<file path="src/sv/stl_pkg.sv">
// Shared types, token kinds, lexer modes and keyword table for the source text lexer.
// Used by every module of the lexer; depends on nothing.
package stl_pkg;

   localparam int POS_BITS = 24;
   localparam int LINE_BITS = 20;
   localparam int KW_MAX_LEN = 11;
   localparam int KW_COUNT = 24;
   localparam int WLEN_BITS = $clog2(KW_MAX_LEN + 1);

   localparam logic [7:0] END_MARK = 8'd255;

   localparam logic [5:0] K_BANG = 6'd11;
   localparam logic [5:0] K_BANG_EQ = 6'd12;
   localparam logic [5:0] K_ARROW = 6'd15;
   localparam logic [5:0] K_SLASH = 6'd26;
   localparam logic [5:0] K_SLASH_EQ = 6'd27;
   localparam logic [5:0] K_STRING = 6'd28;
   localparam logic [5:0] K_NUMBER = 6'd29;
   localparam logic [5:0] K_IDENT = 6'd30;
   localparam logic [5:0] K_END = 6'd31;
   localparam logic [5:0] K_KW0 = 6'd32;
   localparam logic [5:0] K_ERR_CHAR = 6'd56;
   localparam logic [5:0] K_ERR_STR = 6'd57;

   typedef enum logic [3:0] {
      M_IDLE = 4'd0, M_BANG = 4'd1, M_EQ = 4'd2, M_GT = 4'd3, M_LT = 4'd4,
      M_MINUS = 4'd5, M_PLUS = 4'd6, M_STAR = 4'd7, M_SLASH = 4'd8,
      M_LCOMM = 4'd9, M_BCOMM = 4'd10, M_BSTAR = 4'd11, M_STR = 4'd12,
      M_INT = 4'd13, M_FRAC = 4'd14, M_IDENT = 4'd15
   } mode_type;

   typedef logic [7:0] word_type [KW_MAX_LEN];

   // One classified byte handed from the scanner to the emitter.
   typedef struct packed {
      logic                 tok0_valid;
      logic [5:0]           tok0_kind;
      logic                 tok0_is_word;
      logic [POS_BITS-1:0]  tok0_start;
      logic [POS_BITS-1:0]  tok0_end;
      logic [LINE_BITS-1:0] tok0_line;
      logic                 tok1_valid;
      logic [5:0]           tok1_kind;
      logic [POS_BITS-1:0]  tok1_start;
      logic [POS_BITS-1:0]  tok1_end;
      logic [LINE_BITS-1:0] tok1_line;
   } entry_type;

   localparam int ENTRY_BITS = $bits(entry_type);

   function automatic logic [8*KW_MAX_LEN-1:0] kw_text(input int k);
      logic [8*KW_MAX_LEN-1:0] t;
      t = '0;
      case (k)
         0: t[23:0] = "dna";
         1: t[39:0] = "ssalc";
         2: t[39:0] = "tsnoc";
         3: t[31:0] = "esle";
         4: t[39:0] = "eslaf";
         5: t[31:0] = "cnuf";
         6: t[23:0] = "rof";
         7: t[15:0] = "fi";
         8: t[23:0] = "lin";
         9: t[15:0] = "ro";
         10: t[39:0] = "tnirp";
         11: t[47:0] = "nruter";
         12: t[39:0] = "repus";
         13: t[31:0] = "siht";
         14: t[31:0] = "eurt";
         15: t[23:0] = "rav";
         16: t[39:0] = "elihw";
         17: t[47:0] = "taeper";
         18: t[47:0] = "rebmem";
         19: t[47:0] = "dohtem";
         20: t[87:0] = "rotcurtsnoc";
         21: t[39:0] = "niahc";
         22: t[31:0] = "htiw";
         23: t[39:0] = "kaerb";
         default: t = '0;
      endcase
      return t;
   endfunction

   function automatic logic [WLEN_BITS-1:0] kw_len(input int k);
      logic [WLEN_BITS-1:0] l;
      case (k)
         7, 9: l = WLEN_BITS'(2);
         0, 6, 8, 15: l = WLEN_BITS'(3);
         3, 5, 13, 14, 22: l = WLEN_BITS'(4);
         11, 17, 18, 19: l = WLEN_BITS'(6);
         20: l = WLEN_BITS'(11);
         default: l = WLEN_BITS'(5);
      endcase
      return l;
   endfunction

   function automatic logic [POS_BITS-1:0] pos_inc(input logic [POS_BITS-1:0] p);
      return (&p) ? p : p + POS_BITS'(1);
   endfunction

endpackage

</file>
<file path="src/sv/stl_if.sv">
// Valid/ready channel interfaces for the lexer's byte input and token output.
// Depends on stl_pkg.
interface stl_req_if;
   logic       valid;
   logic       ready;
   logic [7:0] char_byte;
   modport source (output valid, output char_byte, input ready);
   modport sink (input valid, input char_byte, output ready);
endinterface

interface stl_rsp_if;
   import stl_pkg::*;
   logic                 valid;
   logic                 ready;
   logic [5:0]           token_kind;
   logic [POS_BITS-1:0]  token_start;
   logic [POS_BITS-1:0]  token_end;
   logic [LINE_BITS-1:0] line_number;
   logic                 last_of_run;
   modport source (output valid, output token_kind, output token_start, output token_end,
                   output line_number, output last_of_run, input ready);
   modport sink (input valid, input token_kind, input token_start, input token_end,
                 input line_number, input last_of_run, output ready);
endinterface

</file>
<file path="src/sv/stl_scan.sv">
// Front end: takes one byte a cycle while take is high, updates the lexer mode and
// counters, and produces up to two raw tokens per byte. Depends on stl_pkg.
module stl_scan (
   input  logic                     clock,
   input  logic                     reset,
   input  logic                     in_valid,
   input  logic [7:0]               in_byte,
   input  logic                     take,
   output stl_pkg::entry_type       entry,
   output logic [8*stl_pkg::KW_MAX_LEN-1:0] word_flat,
   output logic [stl_pkg::WLEN_BITS-1:0]    word_len,
   output logic                     word_long
);
   import stl_pkg::*;

   mode_type             mode_ff, mode_in;
   logic [POS_BITS-1:0]  start_ff, start_in;
   logic [POS_BITS-1:0]  pos_ff;
   logic [LINE_BITS-1:0] line_ff, line_in;
   logic [7:0]           word_ff [KW_MAX_LEN];
   logic [WLEN_BITS-1:0] wlen_ff, wlen_in;
   logic                 wlong_ff, wlong_in;
   logic                 wr_en;
   logic [WLEN_BITS-1:0] wr_idx;

   logic [POS_BITS-1:0]  pos, pos1;
   logic                 is_digit, is_alpha;
   mode_type             idle_mode;
   logic                 idle_emit, idle_nl, idle_word;
   logic [5:0]           idle_kind;
   logic [POS_BITS-1:0]  idle_end;
   logic [LINE_BITS-1:0] line_inc;

   assign pos = pos_ff;
   assign pos1 = pos_inc(pos_ff);
   assign is_digit = in_byte >= "0" && in_byte <= "9";
   assign is_alpha = (in_byte >= "a" && in_byte <= "z") || (in_byte >= "A" && in_byte <= "Z");
   assign line_inc = (&line_ff) ? line_ff : line_ff + LINE_BITS'(1);

   // Decode of a byte seen from the idle mode.
   always_comb begin
      idle_mode = M_IDLE;
      idle_emit = 1'b1;
      idle_nl = 1'b0;
      idle_word = 1'b0;
      idle_kind = K_ERR_CHAR;
      idle_end = pos1;
      case (in_byte)
         "\n": begin idle_emit = 1'b0; idle_nl = 1'b1; end
         "\r", "\t", " ": idle_emit = 1'b0;
         "(": idle_kind = 6'd0;
         ")": idle_kind = 6'd1;
         "{": idle_kind = 6'd2;
         "}": idle_kind = 6'd3;
         "[": idle_kind = 6'd4;
         "]": idle_kind = 6'd5;
         ",": idle_kind = 6'd6;
         ".": idle_kind = 6'd7;
         ";": idle_kind = 6'd8;
         "?": idle_kind = 6'd9;
         ":": idle_kind = 6'd10;
         "!": begin idle_emit = 1'b0; idle_mode = M_BANG; end
         "=": begin idle_emit = 1'b0; idle_mode = M_EQ; end
         ">": begin idle_emit = 1'b0; idle_mode = M_GT; end
         "<": begin idle_emit = 1'b0; idle_mode = M_LT; end
         "-": begin idle_emit = 1'b0; idle_mode = M_MINUS; end
         "+": begin idle_emit = 1'b0; idle_mode = M_PLUS; end
         "*": begin idle_emit = 1'b0; idle_mode = M_STAR; end
         "/": begin idle_emit = 1'b0; idle_mode = M_SLASH; end
         "\"": begin idle_emit = 1'b0; idle_mode = M_STR; end
         END_MARK: begin idle_kind = K_END; idle_end = pos; end
         default: begin
            if (is_digit) begin
               idle_emit = 1'b0;
               idle_mode = M_INT;
            end else if (is_alpha) begin
               idle_emit = 1'b0;
               idle_mode = M_IDENT;
               idle_word = 1'b1;
            end
         end
      endcase
   end

   always_comb begin
      logic use_idle;
      logic t0;
      logic [5:0] k0;
      logic [POS_BITS-1:0] s0, e0;
      logic nl;
      use_idle = 1'b0;
      t0 = 1'b0;
      k0 = K_IDENT;
      s0 = start_ff;
      e0 = pos;
      nl = 1'b0;
      mode_in = mode_ff;
      wlen_in = wlen_ff;
      wlong_in = wlong_ff;
      wr_en = 1'b0;
      wr_idx = wlen_ff;
      entry = '0;
      entry.tok0_is_word = 1'b0;
      case (mode_ff)
         M_BANG, M_EQ, M_GT, M_LT, M_MINUS, M_PLUS, M_STAR: begin
            // Kinds come in single and '=' pairs; the arrow kind sits after the '=' pair,
            // so the pairs from '>' on are shifted up by one.
            t0 = 1'b1;
            if (in_byte == "=") begin
               k0 = K_BANG + 6'({mode_ff, 1'b0}) - 6'd1 + 6'(mode_ff >= M_GT);
               e0 = pos1;
               mode_in = M_IDLE;
            end else if (mode_ff == M_EQ && in_byte == ">") begin
               k0 = K_ARROW;
               e0 = pos1;
               mode_in = M_IDLE;
            end else begin
               k0 = K_BANG + 6'({mode_ff, 1'b0}) - 6'd2 + 6'(mode_ff >= M_GT);
               use_idle = 1'b1;
            end
         end
         M_SLASH: begin
            if (in_byte == "/") mode_in = M_LCOMM;
            else if (in_byte == "*") mode_in = M_BCOMM;
            else if (in_byte == "=") begin
               t0 = 1'b1; k0 = K_SLASH_EQ; e0 = pos1; mode_in = M_IDLE;
            end else begin
               t0 = 1'b1; k0 = K_SLASH; use_idle = 1'b1;
            end
         end
         M_LCOMM: begin
            if (in_byte == "\n") begin nl = 1'b1; mode_in = M_IDLE; end
            else if (in_byte == END_MARK) use_idle = 1'b1;
         end
         M_BCOMM, M_BSTAR: begin
            if (in_byte == END_MARK) use_idle = 1'b1;
            else if (in_byte == "/" && mode_ff == M_BSTAR) mode_in = M_IDLE;
            else if (in_byte == "*") mode_in = M_BSTAR;
            else begin
               nl = (in_byte == "\n");
               mode_in = M_BCOMM;
            end
         end
         M_STR: begin
            if (in_byte == "\"") begin
               t0 = 1'b1; k0 = K_STRING; s0 = pos_inc(start_ff); mode_in = M_IDLE;
            end else if (in_byte == END_MARK) begin
               t0 = 1'b1; k0 = K_ERR_STR; use_idle = 1'b1;
            end
         end
         M_INT, M_FRAC: begin
            if (is_digit) begin
               mode_in = mode_ff;
            end else if (in_byte == "." && mode_ff == M_INT) begin
               mode_in = M_FRAC;
            end else begin
               t0 = 1'b1; k0 = K_NUMBER; use_idle = 1'b1;
            end
         end
         M_IDENT: begin
            if (is_alpha || is_digit || in_byte == "_") begin
               if (wlen_ff < WLEN_BITS'(KW_MAX_LEN)) begin
                  wr_en = 1'b1;
                  wlen_in = wlen_ff + WLEN_BITS'(1);
               end else begin
                  wlong_in = 1'b1;
               end
            end else begin
               t0 = 1'b1; k0 = K_IDENT; use_idle = 1'b1;
               entry.tok0_is_word = 1'b1;
            end
         end
         default: use_idle = 1'b1;
      endcase

      start_in = start_ff;
      if (use_idle) begin
         mode_in = idle_mode;
         start_in = pos;
         nl = idle_nl;
         if (idle_word) begin
            wr_en = 1'b1;
            wr_idx = '0;
            wlen_in = WLEN_BITS'(1);
            wlong_in = 1'b0;
         end
      end
      line_in = nl ? line_inc : line_ff;

      entry.tok0_valid = t0 || (use_idle && idle_emit);
      entry.tok1_valid = t0 && use_idle && idle_emit;
      if (t0) begin
         entry.tok0_kind = k0;
         entry.tok0_start = s0;
         entry.tok0_end = e0;
      end else begin
         entry.tok0_kind = idle_kind;
         entry.tok0_start = pos;
         entry.tok0_end = idle_end;
      end
      entry.tok0_line = line_ff;
      entry.tok1_kind = idle_kind;
      entry.tok1_start = pos;
      entry.tok1_end = idle_end;
      entry.tok1_line = line_ff;
   end

   always_ff @(posedge clock) begin
      if (reset) begin
         mode_ff <= M_IDLE;
         start_ff <= '0;
         pos_ff <= '0;
         line_ff <= '0;
         wlen_ff <= '0;
         wlong_ff <= 1'b0;
      end else if (in_valid && take) begin
         mode_ff <= mode_in;
         start_ff <= start_in;
         pos_ff <= pos1;
         line_ff <= line_in;
         wlen_ff <= wlen_in;
         wlong_ff <= wlong_in;
      end
   end

   always_ff @(posedge clock) begin
      if (in_valid && take && wr_en) word_ff[wr_idx[WLEN_BITS-1:0]] <= in_byte;
   end

   always_comb begin
      for (int i = 0; i < KW_MAX_LEN; i++) word_flat[8*i +: 8] = word_ff[i];
   end
   assign word_len = wlen_ff;
   assign word_long = wlong_ff;
endmodule

</file>
<file path="src/sv/stl_kwmatch.sv">
// Keyword matcher: compares the buffered identifier against all keywords in parallel.
// Depends on stl_pkg.
module stl_kwmatch (
   input  logic                             clock,
   input  logic [8*stl_pkg::KW_MAX_LEN-1:0] word_flat,
   input  logic [stl_pkg::WLEN_BITS-1:0]    word_len,
   input  logic                             word_long,
   input  logic                             load,
   output logic [5:0]                       word_kind
);
   import stl_pkg::*;

   logic [5:0] kind_in, kind_ff;

   always_comb begin
      logic [8*KW_MAX_LEN-1:0] mask;
      kind_in = K_IDENT;
      mask = '0;
      for (int i = 0; i < KW_MAX_LEN; i++) mask[8*i +: 8] = (i < int'(word_len)) ? 8'hFF : 8'h00;
      if (!word_long) begin
         for (int k = KW_COUNT - 1; k >= 0; k--) begin
            if (kw_len(k) == word_len && (word_flat & mask) == kw_text(k))
               kind_in = K_KW0 + 6'(k);
         end
      end
   end

   // Registered alongside the queue entry so the compare stays off the output path.
   always_ff @(posedge clock) begin
      if (load) kind_ff <= kind_in;
   end
   assign word_kind = kind_ff;
endmodule

</file>
<file path="src/sv/stl_emit.sv">
// Back end: a two-entry queue of classified bytes that serializes up to two
// tokens per entry onto the result channel. Depends on stl_pkg.
module stl_emit (
   input  logic               clock,
   input  logic               reset,
   input  logic               push,
   input  stl_pkg::entry_type push_entry,
   input  logic [5:0]         word_kind,
   output logic               full,
   stl_rsp_if.source          rsp
);
   import stl_pkg::*;

   entry_type  q_ff [2];
   logic [5:0] wk_ff [2];
   logic       wp_ff, rp_ff, half_ff;
   logic [1:0] cnt_ff;
   entry_type  head;
   logic       pop, adv, has_tok;

   assign head = q_ff[rp_ff];
   assign full = cnt_ff == 2'd2;
   assign has_tok = head.tok0_valid && cnt_ff != 2'd0;

   // Entries with no token are dropped without a beat.
   assign rsp.valid = has_tok;
   always_comb begin
      if (half_ff) begin
         rsp.token_kind = head.tok1_kind;
         rsp.token_start = head.tok1_start;
         rsp.token_end = head.tok1_end;
         rsp.line_number = head.tok1_line;
         rsp.last_of_run = 1'b1;
      end else begin
         rsp.token_kind = head.tok0_is_word ? wk_ff[rp_ff] : head.tok0_kind;
         rsp.token_start = head.tok0_start;
         rsp.token_end = head.tok0_end;
         rsp.line_number = head.tok0_line;
         rsp.last_of_run = !head.tok1_valid;
      end
   end

   assign adv = has_tok && rsp.ready;
   assign pop = (cnt_ff != 2'd0) && (!head.tok0_valid || (adv && rsp.last_of_run));

   always_ff @(posedge clock) begin
      if (reset) begin
         wp_ff <= 1'b0;
         rp_ff <= 1'b0;
         half_ff <= 1'b0;
         cnt_ff <= '0;
      end else begin
         if (push) wp_ff <= !wp_ff;
         if (pop) rp_ff <= !rp_ff;
         cnt_ff <= cnt_ff + 2'(push) - 2'(pop);
         if (pop) half_ff <= 1'b0;
         else if (adv) half_ff <= 1'b1;
      end
   end

   always_ff @(posedge clock) begin
      if (push) begin
         q_ff[wp_ff] <= push_entry;
         wk_ff[wp_ff] <= word_kind;
      end
   end
endmodule

</file>
<file path="src/sv/source_text_lexer_top.sv">
// Source text lexer top level: scanner front end, keyword matcher and token queue.
// Path: a token passes the stage register and then the queue before it is valid on rsp.
// Throughput: one byte per cycle while req.ready is high; a byte that yields two tokens
// takes two output beats. The two-entry queue lets the scanner keep accepting while the
// output stalls, until the queue and the stage register are full.
// Reset (synchronous, active high) returns to idle mode with offset and line at zero.
module source_text_lexer_top (
   input logic       clock,
   input logic       reset,
   stl_req_if.sink   req,
   stl_rsp_if.source rsp
);
   import stl_pkg::*;

   entry_type               entry, entry_ff;
   logic                    entry_valid_ff;
   logic [8*KW_MAX_LEN-1:0] word_flat;
   logic [WLEN_BITS-1:0]    word_len;
   logic                    word_long;
   logic [5:0]              word_kind;
   logic                    full, stage_free;

   // Stage register between scanner and queue; it moves on when it is empty or the queue has room.
   assign stage_free = !entry_valid_ff || !full;
   assign req.ready = stage_free;

   stl_scan u_scan (
      .clock(clock), .reset(reset), .in_valid(req.valid), .in_byte(req.char_byte),
      .take(stage_free), .entry(entry), .word_flat(word_flat), .word_len(word_len),
      .word_long(word_long)
   );

   stl_kwmatch u_kw (
      .clock(clock), .word_flat(word_flat), .word_len(word_len), .word_long(word_long),
      .load(stage_free), .word_kind(word_kind)
   );

   always_ff @(posedge clock) begin
      if (reset) entry_valid_ff <= 1'b0;
      else if (stage_free) entry_valid_ff <= req.valid;
   end
   always_ff @(posedge clock) begin
      if (stage_free) entry_ff <= entry;
   end

   stl_emit u_emit (
      .clock(clock), .reset(reset), .push(entry_valid_ff && !full), .push_entry(entry_ff),
      .word_kind(word_kind), .full(full), .rsp(rsp)
   );
endmodule

</file>
<file path="src/flat_wrapper.sv">
// flat-port wrapper written by rule: the top's interface ports become plain ports
module source_text_lexer_top_flat import stl_pkg::*;
  (clock, reset, req_valid, req_char_byte, req_ready, rsp_valid, rsp_token_kind, rsp_token_start, rsp_token_end, rsp_line_number, rsp_last_of_run, rsp_ready);
  stl_req_if req_i ();
  stl_rsp_if rsp_i ();
  input logic clock;
  input logic reset;
  input wire logic [$bits(req_i.valid)-1:0] req_valid;
  input wire logic [$bits(req_i.char_byte)-1:0] req_char_byte;
  output wire logic [$bits(req_i.ready)-1:0] req_ready;
  output wire logic [$bits(rsp_i.valid)-1:0] rsp_valid;
  output wire logic [$bits(rsp_i.token_kind)-1:0] rsp_token_kind;
  output wire logic [$bits(rsp_i.token_start)-1:0] rsp_token_start;
  output wire logic [$bits(rsp_i.token_end)-1:0] rsp_token_end;
  output wire logic [$bits(rsp_i.line_number)-1:0] rsp_line_number;
  output wire logic [$bits(rsp_i.last_of_run)-1:0] rsp_last_of_run;
  input wire logic [$bits(rsp_i.ready)-1:0] rsp_ready;
  assign req_i.valid = req_valid;
  assign req_i.char_byte = req_char_byte;
  assign req_ready = req_i.ready;
  assign rsp_valid = rsp_i.valid;
  assign rsp_token_kind = rsp_i.token_kind;
  assign rsp_token_start = rsp_i.token_start;
  assign rsp_token_end = rsp_i.token_end;
  assign rsp_line_number = rsp_i.line_number;
  assign rsp_last_of_run = rsp_i.last_of_run;
  assign rsp_i.ready = rsp_ready;
  source_text_lexer_top u_core (.clock(clock), .reset(reset), .req(req_i), .rsp(rsp_i));
endmodule
</file>
<file path="config.mk">
export PLATFORM = sky130hd
export DESIGN_NAME = source_text_lexer_top_flat
export DESIGN_NICKNAME = d
export VERILOG_FILES = /design/src/sv/stl_pkg.sv /design/src/sv/stl_if.sv /design/src/sv/stl_scan.sv /design/src/sv/stl_kwmatch.sv /design/src/sv/stl_emit.sv /design/src/sv/source_text_lexer_top.sv /design/src/flat_wrapper.sv
export SDC_FILE = /design/constraint.sdc
export NUM_CORES = 1
export LEC_CHECK = 0
export BUFFER_PORTS_ARGS = -buffer_cell sky130_fd_sc_hd__buf_4
export CORE_MARGIN = 2
export CORE_UTILIZATION = 29
export DETAILED_ROUTE_END_ITERATION = 12
export HOLD_SLACK_MARGIN = 0.15
export PLACE_DENSITY = 0.46
export SLEW_MARGIN = 20
export SYNTH_ARGS = -nofsm -noshare
export SYNTH_HDL_FRONTEND = slang
export SYNTH_SLANG_ARGS = --single-unit
</file>
<file path="constraint.sdc">
create_clock -name clock -period 8.4 [get_ports clock]
set_input_delay 1.68 -clock clock [delete_from_list [all_inputs] [get_ports clock]]
set_output_delay 1.68 -clock clock [all_outputs]
set_load 0.02 [all_outputs]
</file>
==> impl_metrics.yaml, run 1 <==
status:
  status: "finished clean"
drt:
  wirelength_mm: 63.04
  drc: 0
  via_per_inst: 4.936
  ant_nets: 0
  wl_per_cell_um: 20.50
  vias: 15180
  dr.pass1.iters: 6
  drt_iter0_drc: 1206
floorplan:
  die_y_um: 298.1
  initial_core_util_pct: 29.38
  core_sq_um: 85410
  fp.dieW_um: 298.1
  rows: 107
  die-area_sq_um: 88890
  io_pins: 89
logic_synthesis:
  async_flop_share_pct: 0
  ys_types: 87
  synth_edf_count: 499
  syn_avg_cell_area_sq_um: 13.89
  synthFlopType: "edfxtp_1"
  ys_warn_count: 0
  synth-seq-cells: 583
  syn_inst: 1807
  ys_seq_area_share_pct: 66.42
  synth_fp_nets: 1834
  synth_area_sq_um: 25090
setup_path:
  r2r_setup_slack_ns: 3.98
  crit_chain: "buf_4 -> or4b_1 -> o41a_1 -> nand2_2 -> nand3_4 -> o31ai_1 -> nand2_1 -> nor3_1"
  end_kind: "register"
  slowest_delay_ns: 0.95
  critPathArrivalTime_ns: 5.40
  worstReg2RegEnd: "u_core.u_scan.word_ff[3][1]"
  worstSetupStartpointType: "input port"
  cp_max_fo: 24
  crit_required_ns: 8.65
  r2r_cells: 9
  critical_path_class: "input port to register"
  r2r_start: "u_core.u_scan.mode_ff[0]"
  critPathSlowestCell: "nor3_1"
global_routing:
  grt_pass1_vias: 15450
  antenna_found_initial: 1
  overflow: 0
  grt_max_degree: 117
  grt_pass1_wl_mm: 96.50
  grtUsageTotal_pct: 13.98
finish:
  fillers: 8380
  regArea_sq_um: 16670
  nNetsFinal: 1906
  syn_to_final_growth_pct: 16.10
  layout-drive-gt1-share_pct: 17.40
  final_util_pct: 34.11
  antenna_cells: 0
  layout_common_cells: "499 x edfxtp_1, 146 x nand2_1, 123 x nor2_1, 106 x buf_4, 82 x dfxtp_1"
  layout_commonest_cell: "edfxtp_1"
  multiInputGateArea_sq_um: 7969
sta:
  rsz0062_at_grt: "false"
  setup_violations: 0
  tightest_slew_ns: 1.040
  final_hold_viol_count: 0
  finalCritPeriodShare_pct: 61.23
  final-max-slew-violation-count: 0
  layout_min_cycle_time_ns: 5.143
  max_clock_freq_ghz: 0.1944
  skew_ns: 0.04897
  worst_hold_slack_ns: 0.4398
  finalSetupTns_ns: 0
  relSlewSlack_pct: 30.67
min_path:
  min_path_cells: 0
  min_to: "u_core.u_emit.q_ff[0][24]"
  hp-start: "u_core.entry_ff[24]"
  hold_path.class: "register to register"
clocking:
  cts_setup_buffers: 0
  cts-buffers-inserted: 61
  clock_latency_ns: 0.64
  tritoncts: "done"
  clk_root_buffer_cell: "clkbuf_16"
  cts_max_level: 2
  cts_resized: 0
  cts_hold_buf: 0
  clkSlewWorstSetupHoldPaths_ns: 0.06
  clk_path_buf_depth: 3
  clock-sinks: 583
place:
  dp_hpwl_mm: 40.87
  port_buffers: 88
  gp_congestion: 0.8299
power:
  power_density_nw_per_um2: 271.0
  vdd_drop_max_mv: 0.1619
  cellLeakagePower_nw: 9.631
job:
  maxCapViolations: 0
[worst max path at each step]
stage / from / cells past startpoint / to / slack, ns
detailed placement: req_char_byte[4] / 8 / u_core.u_scan.word_ff[2][4] / 2.49
global placement: req_char_byte[4] / 8 / u_core.u_scan.word_ff[1][4] / 2.61
finish: req_char_byte[4] / 8 / u_core.u_scan.word_ff[3][1] / 3.26
CTS: req_char_byte[4] / 8 / u_core.u_scan.word_ff[2][0] / 3.16
global route: req_char_byte[0] / 8 / u_core.u_scan.word_ff[7][2] / 2.92
floorplan: u_core.u_emit.cnt_ff[0] / 4 / u_core.u_emit.q_ff[0][100] / 1.55
[power by group]
part	total (mW)	switching (mW)	internal [mW]
logic	1.46	0.891	0.565
clock network	2.85	1.14	1.71
registers	3.59	0.147	3.44
total	7.89	2.18	5.72
[per-stage QoR]
step / cell area [sq um] / worst slack (ns) / total power, mW / cells
after floorplan: 25090 / 1.550 / 4.593 / 1807
after global placement: 26990 / 2.613 / 5.152 / 2960
after detailed placement: 26990 / 2.495 / 5.166 / 2960
after CTS: 29120 / 3.159 / 8.041 / 3075
after global routing: 29130 / 2.920 / 8.255 / 3075
final: 29130 / 3.257 / 7.894 / 3075
[synth_stat cells, drive strengths merged (26+ instances only)]
master | number | area share (%)
a21oi | 57 | 1.1
clkbuf | 80 | 1.2
dfxtp | 84 | 6.7
edfxtp | 499 | 60
inv | 26 | 0.39
mux2 | 41 | 1.9
mux2i | 31 | 1.2
mux4 | 54 | 4.8
nand2 | 147 | 2.2
nand3 | 62 | 1.3
nand4 | 61 | 1.5
nor2 | 124 | 1.9
nor3 | 47 | 0.96
nor4 | 31 | 0.80
o21ai | 61 | 1.2
or3 | 26 | 0.65
xnor2 | 56 | 2.0
xor2 | 32 | 1.1
[routing by layer]
metal	wire length (um)	track usage, %	up-vias
met3	2636	2.501	78
met2	30640	23.43	323
li1	-	-	7144
met1	28610	18.74	7630
met4	1150	3.398	2
met5	13	0	-
[kinds of logic (layout without fill, tap and decap cells)]
| family | count (synthesis) | after routing | share of synthesized area [%] |
|---|---|---|---|
| muxes | 126 | 126 | 7.939 |
| DFF | 583 | 583 | 66.42 |
| xor gates and xnor gates | 88 | 88 | 3.072 |
| adders and majority gates | 15 | 15 | 0.7480 |
| buffers and inverters | 126 | 250 | 1.985 |
| and+or+nand+nor | 656 | 656 | 14.19 |
| AOI/OAI and AO/OA | 213 | 213 | 5.650 |
[state kept, by name, indices dropped and copies added (netlist names), named ones only]
signal and flops:
u_core.u_emit.half_ff 1, u_core.u_scan.pos 24, u_core.entry_valid_ff 1, u_core.u_scan.mode_ff 4, u_core.u_scan.word_long 1, u_core.u_scan.start_ff 24, u_core.u_scan.word_len 4, u_core.u_scan.word_ff 88
u_core.u_kw.word_kind 6, u_core.u_emit.q_ff 262, u_core.u_emit.rp_ff 1, u_core.entry_ff 131, u_core.u_scan.line_ff 20, u_core.u_emit.cnt_ff 2, u_core.u_emit.wp_ff 1, u_core.u_emit.wk_ff 12
[worst max-delay path, delay by kind of cell]
family          cells  cell delay [ns]
buf+inv             1             0.20
compound gates      2             1.07
simple gates        5             2.41
[area by class of cell]
| cell class | instances | area share (%) |
|---|---|---|
| Timing Repair Buffer | 108 | 2.839 |
| Clock inverter | 35 | 1.589 |
| Sequential cell | 583 | 57.23 |
| Tap cell | 1144 | 4.913 |
| Clock buffer | 80 | 5.729 |
| Multi-Input combinational cell | 1098 | 27.35 |
| Inverter | 27 | 0.3479 |
Note: power is estimated with default switching activity, not from simulation.
==> run 2, diff against run 1 <==
Clock period 8.4 ns to 5.2 ns, I/O delays scaled along.
==> run 2 against run 1 <==
  * Combinational power increased by 62%
  * Count of clock-buffer cells in the layout grew 7
  * Critical path depth increased by 2
  * Final cell count grew 0.81%
  * Die area is the same
  * Clock power is 69% higher
  * Register-to-register slack lost 2.7 ns
  * Highest routed layer is now met4
==> impl_metrics.yaml, run 2 (synthesis gave the netlist of run 1 again) <==
setup_path:
  critPathSlowestCell: "o31ai_1"
  critPathArrivalTime_ns: 4.23
  crit_required_ns: 5.51
  critical_path_class: "input port to register"
  r2r_setup_slack_ns: 1.30
  r2r_cells: 11
  r2r_start: "u_core.u_scan.mode_ff[0]"
  worstReg2RegEnd: "u_core.u_scan.word_ff[8][2]"
  crit_chain: "buf_4 -> nor2b_1 -> a31oi_1 -> o21ai_0 -> nand3_4 -> o31ai_1 -> nand2_1 -> buf_4 -> nor4bb_2 -> buf_4"
  end_kind: "register"
  cpMostUsedCell: "buf_4"
  setup.worst_path.start: "req_char_byte[0]"
  slowest_delay_ns: 0.64
  worstSetupStartpointType: "input port"
  cp_max_fo: 36
sta:
  layout_min_cycle_time_ns: 3.918
  final_hold_viol_count: 0
  rsz0062_at_grt: "false"
  relSlewSlack_pct: 28.05
  worst_hold_slack_ns: 0.4278
  finalCritPeriodShare_pct: 75.34
  skew_ns: 0.03124
  max_clock_freq_ghz: 0.2553
  setup_violations: 0
  final-max-slew-violation-count: 0
  tightest_slew_ns: 1.065
drt:
  drc: 0
  dr.pass1.iters: 5
  drt_iter0_drc: 1091
  via_per_inst: 4.881
  wl_per_cell_um: 20.03
  wirelength_mm: 62.08
  ant_nets: 0
  vias: 15130
floorplan:
  die-area_sq_um: 88890
  fp.dieW_um: 298.1
  io_pins: 89
  initial_core_util_pct: 29.38
  die_y_um: 298.1
  core_sq_um: 85410
  rows: 107
power:
  vdd_drop_max_mv: 0.2392
  finalPower_mw: 13.02
  power_density_nw_per_um2: 440.2
  cellLeakagePower_nw: 9.810
clocking:
  cts_max_level: 3
  tritoncts: "done"
  clock-sinks: 583
  clk_path_buf_depth: 3
  cts_setup_buffers: 0
  cts-buffers-inserted: 67
  clkSlewWorstSetupHoldPaths_ns: 0.06
  cts_resized: 0
  clk_root_buffer_cell: "clkbuf_16"
  cts_hold_buf: 0
  clock_latency_ns: 0.61
min_path:
  min_to: "u_core.u_emit.q_ff[0][145]"
  min_path_cells: 0
  hp-start: "u_core.entry_ff[145]"
  hold_path.class: "register to register"
finish:
  antenna_cells: 0
  largest_register_ffs: 262
  syn_to_final_growth_pct: 17.86
  layout_common_cells: "499 x edfxtp_1, 138 x nand2_1, 123 x buf_4, 121 x nor2_1, 80 x dfxtp_1"
  nNetsFinal: 1930
  fillers: 8377
  layout-drive-gt1-share_pct: 19.48
  layout_commonest_cell: "edfxtp_1"
  regMostFlops: "u_core.u_emit.q_ff"
place:
  port_buffers: 88
  gp_congestion: 0.8233
  dp_hpwl_mm: 41.25
global_routing:
  grt_max_degree: 141
  overflow: 0
  grt_pass1_vias: 15430
  grt_pass1_wl_mm: 95.26
  antenna_found_initial: 0
  grtUsageTotal_pct: 13.89
status:
  status: "finished clean"
job:
  maxCapViolations: 0
## run 2: stage by stage
stage	TNS (ns)	cells	util [%]	worst slack [ns]	cell area (sq um)
2_1_floorplan	-92.11	1807	-	-0.8719	25270
3_3_place_gp	0	2978	31.92	0.8020	27270
3_5_place_dp	0	2978	31.92	0.6788	27270
5_1_grt	0	3100	34.62	0.9958	29570
4_1_cts	0	3100	34.62	1.235	29570
6_report	0	3100	34.62	1.282	29570
## run 2: critical path: cells and delay by family
family	cells	cell delay, ns
AO/OA/AOI/OAI	3	1.24
AND/OR/NAND/NOR	4	1.14
buffers and inverters	3	0.79
## run 2: area by class of cell
cell class | instances | area, sq um | area share [%]
Sequential cell | 583 | 16670 | 56.38
Multi-Input combinational cell | 1098 | 8077 | 27.31
Clock buffer | 87 | 1772 | 5.991
Tap cell | 1144 | 1431 | 4.840
Timing Repair Buffer | 126 | 983.4 | 3.326
Clock inverter | 35 | 534.3 | 1.807
Inverter | 27 | 101.3 | 0.3427
## run 2: how the worst max path moves through the flow
stage / to / slack, ns
detailed placement: u_core.u_scan.word_ff[8][3] / 0.68
finish: u_core.u_scan.word_ff[8][2] / 1.28
global placement: u_core.u_scan.word_ff[8][3] / 0.80
global route: u_core.u_scan.word_ff[4][2] / 1.0
CTS: rsp_token_start[15] / 1.24
floorplan: u_core.u_scan.word_ff[6][0] / -0.87
## run 2: layer usage
layer | part of all wire, % | GRT usage [%]
met4 | 2.4 | 3.841
met5 | 0 | 0
met2 | 47 | 22.81
met3 | 4.4 | 2.859
met1 | 46 | 18.59
## run 2: where the power goes
part	switching [mW]	leakage [nW]	internal [mW]
combinational	1.44	3.06	0.932
sequential	0.252	5.64	5.56
clock	1.93	1.11	2.90
total	3.62	9.81	9.40
==> run 3, diff against run 2 <==
Clock period 5.2 ns to 3.7 ns, I/O delays scaled along.
==> run 3 against run 2 <==
  * Sequential share of layout area is 1.4 points lower
  * Critical path type is now register to register
  * First-iteration DRC count is 2.3% lower
  * Count of clock-buffer cells in the layout down 5
  * Largest power group unchanged
  * Global-route usage increased by 0.50 points
==> impl_metrics.yaml, run 3 (synthesis gave the netlist of run 1 again) <==
status:
  status: "finished clean"
power:
  power_density_nw_per_um2: 608.1
  vdd_drop_max_mv: 0.3601
  cellLeakagePower_nw: 10.29
clocking:
  cts_setup_buffers: 0
  clock-sinks: 583
  cts_max_level: 3
  clkSlewWorstSetupHoldPaths_ns: 0.06
  cts_resized: 0
  clk_path_buf_depth: 3
  clock_latency_ns: 0.62
  cts_hold_buf: 0
  cts-buffers-inserted: 67
  tritoncts: "done"
  clk_root_buffer_cell: "clkbuf_16"
global_routing:
  antenna_found_initial: 3
  grt_pass1_wl_mm: 98.92
  grtUsageTotal_pct: 14.39
  use_met3_pct: 2.968
  use_met2_pct: 23.70
  grt_pass1_vias: 16060
  grt_util_met1_pct: 18.74
  busiest_layer: "met2"
  grt_max_degree: 95
  overflow: 0
setup_path:
  end_kind: "register"
  slowest_delay_ns: 0.81
  crit_required_ns: 3.92
  critPathSlowestCell: "a21oi_1"
  cp_max_fo: 8
  crit_chain: "ha_1 -> nor3_1 -> a21oi_1 -> o21ai_0 -> buf_4 -> nand3_4 -> o31ai_1 -> buf_4 -> a21oi_1"
  crit_cells: 9
  worstSetupStartpointType: "register"
  crit_family: "compound AO/OA/AOI/OAI gates"
  r2r_cells: 9
  worst-path-buf-inv: 2
  critPathArrivalTime_ns: 3.55
  critical_path_class: "register to register"
drt:
  wl_per_cell_um: 20.22
  vias: 15730
  wirelength_mm: 64.50
  drt_iter0_drc: 1066
  dr.pass1.iters: 6
  via_per_inst: 4.931
  ant_nets: 0
  drc: 0
place:
  place_ws_ns: -0.1526
  port_buffers: 88
  dp_hpwl_mm: 44.17
  gp_congestion: 0.8555
finish:
  nNetsFinal: 2019
  layout-drive-gt1-share_pct: 22.29
  regArea_sq_um: 16670
  largest_register_ffs: 262
  final_util_pct: 35.51
  antenna_cells: 0
  multiInputGateArea_sq_um: 8066
  layout_common_cells: "499 x edfxtp_1, 199 x buf_4, 146 x nand2_1, 123 x nor2_1, 81 x dfxtp_1"
  regMostFlops: "u_core.u_emit.q_ff"
  fillers: 8311
  syn_to_final_growth_pct: 20.86
  layout_commonest_cell: "edfxtp_1"
sta:
  rsz0062_at_grt: "false"
  setup_violations: 0
  finalCritPeriodShare_pct: 89.93
  max_clock_freq_ghz: 0.3005
  skew_ns: 0.03141
  tightest_slew_ns: 1.073
  layout_min_cycle_time_ns: 3.327
  worst_hold_slack_ns: 0.4180
  final_hold_viol_count: 0
  relSlewSlack_pct: 28.46
  final-max-slew-violation-count: 0
  layout_setup_ws_ns: 0.3726
min_path:
  hold_path.class: "input port to register"
  min_path_cells: 3
floorplan:
  initial_core_util_pct: 29.38
  die_y_um: 298.1
  die-area_sq_um: 88890
  io_pins: 89
  rows: 107
  fp.dieW_um: 298.1
  core_sq_um: 85410
job:
  maxCapViolations: 0
[run 3: cell types whose count changed in the layout (fill, tap and decap cells not counted), moves of 5 or more]
| cell | previous run | this run |
|---|---|---|
| nand2_1 | 138 | 146 |
| buf_4 | 123 | 199 |
| nand3_2 | 6 | 1 |
| buf_12 | 3 | 16 |
| clkbuf_1 | 18 | 13 |
| nand2_2 | 7 | 1 |
| nor3_1 | 45 | 40 |
| clkinv_1 | 6 | 12 |
| nand3_1 | 55 | 60 |
[run 3: per-stage QoR]
| stage | total power, mW | cells | instance area [sq um] | setup TNS, ns |
|---|---|---|---|---|
| final | 18.44 | 3190 | 30330 | 0 |
| after global routing | 19.32 | 3190 | 30330 | 0 |
| after CTS | 18.80 | 3190 | 30330 | 0 |
| after detailed placement | 12.07 | 3067 | 28090 | -6.045 |
| after global placement | 12.03 | 3067 | 28090 | -3.303 |
| after floorplan | 10.40 | 1807 | 25230 | -580.90 |
[run 3: worst reg2reg max path, cell delays in order, from the launching register on]
cell     delay, ns
dfxtp_1       0.47
ha_1          0.42
nor3_1        0.14
a21oi_1       0.39
o21ai_0       0.18
buf_4         0.19
nand3_4       0.06
o31ai_1       0.10
buf_4         0.18
a21oi_1       0.81
[run 3: final cells by class]
type / instances / area share [%]
Clock buffer: 82 / 5.780
Multi-Input combinational cell: 1098 / 26.60
Tap cell: 1144 / 4.720
Inverter: 27 / 0.3342
Timing Repair Buffer: 215 / 5.982
Clock inverter: 41 / 1.609
Sequential cell: 583 / 54.98
[run 3: routing by layer]
layer  routed length [um]  part of all wire [%]
met1                28480                    44
met2                31010                    48
met3                 3179                   4.9
met4                 1816                   2.8
met5                   13                 0.020
[run 3: power breakdown]
group | internal, mW | switching, mW | leakage, nW
Sequential | 7.81 | 0.293 | 5.63
Clock | 3.87 | 2.74 | 1.08
Combinational | 1.58 | 2.15 | 3.58
[run 3: path summary, 6_finish.rpt]
kind	start	to	slack (ns)
worst max-delay path	u_core.u_scan.mode_ff[0]	u_core.u_scan.word_ff[0][2]	0.37
worst max register to register	u_core.u_scan.mode_ff[0]	u_core.u_scan.word_ff[0][2]	0.37
worst min register to register	u_core.entry_ff[99]	u_core.u_emit.q_ff[0][99]	0.44
worst min-delay path	req_valid	u_core.entry_valid_ff	0.42
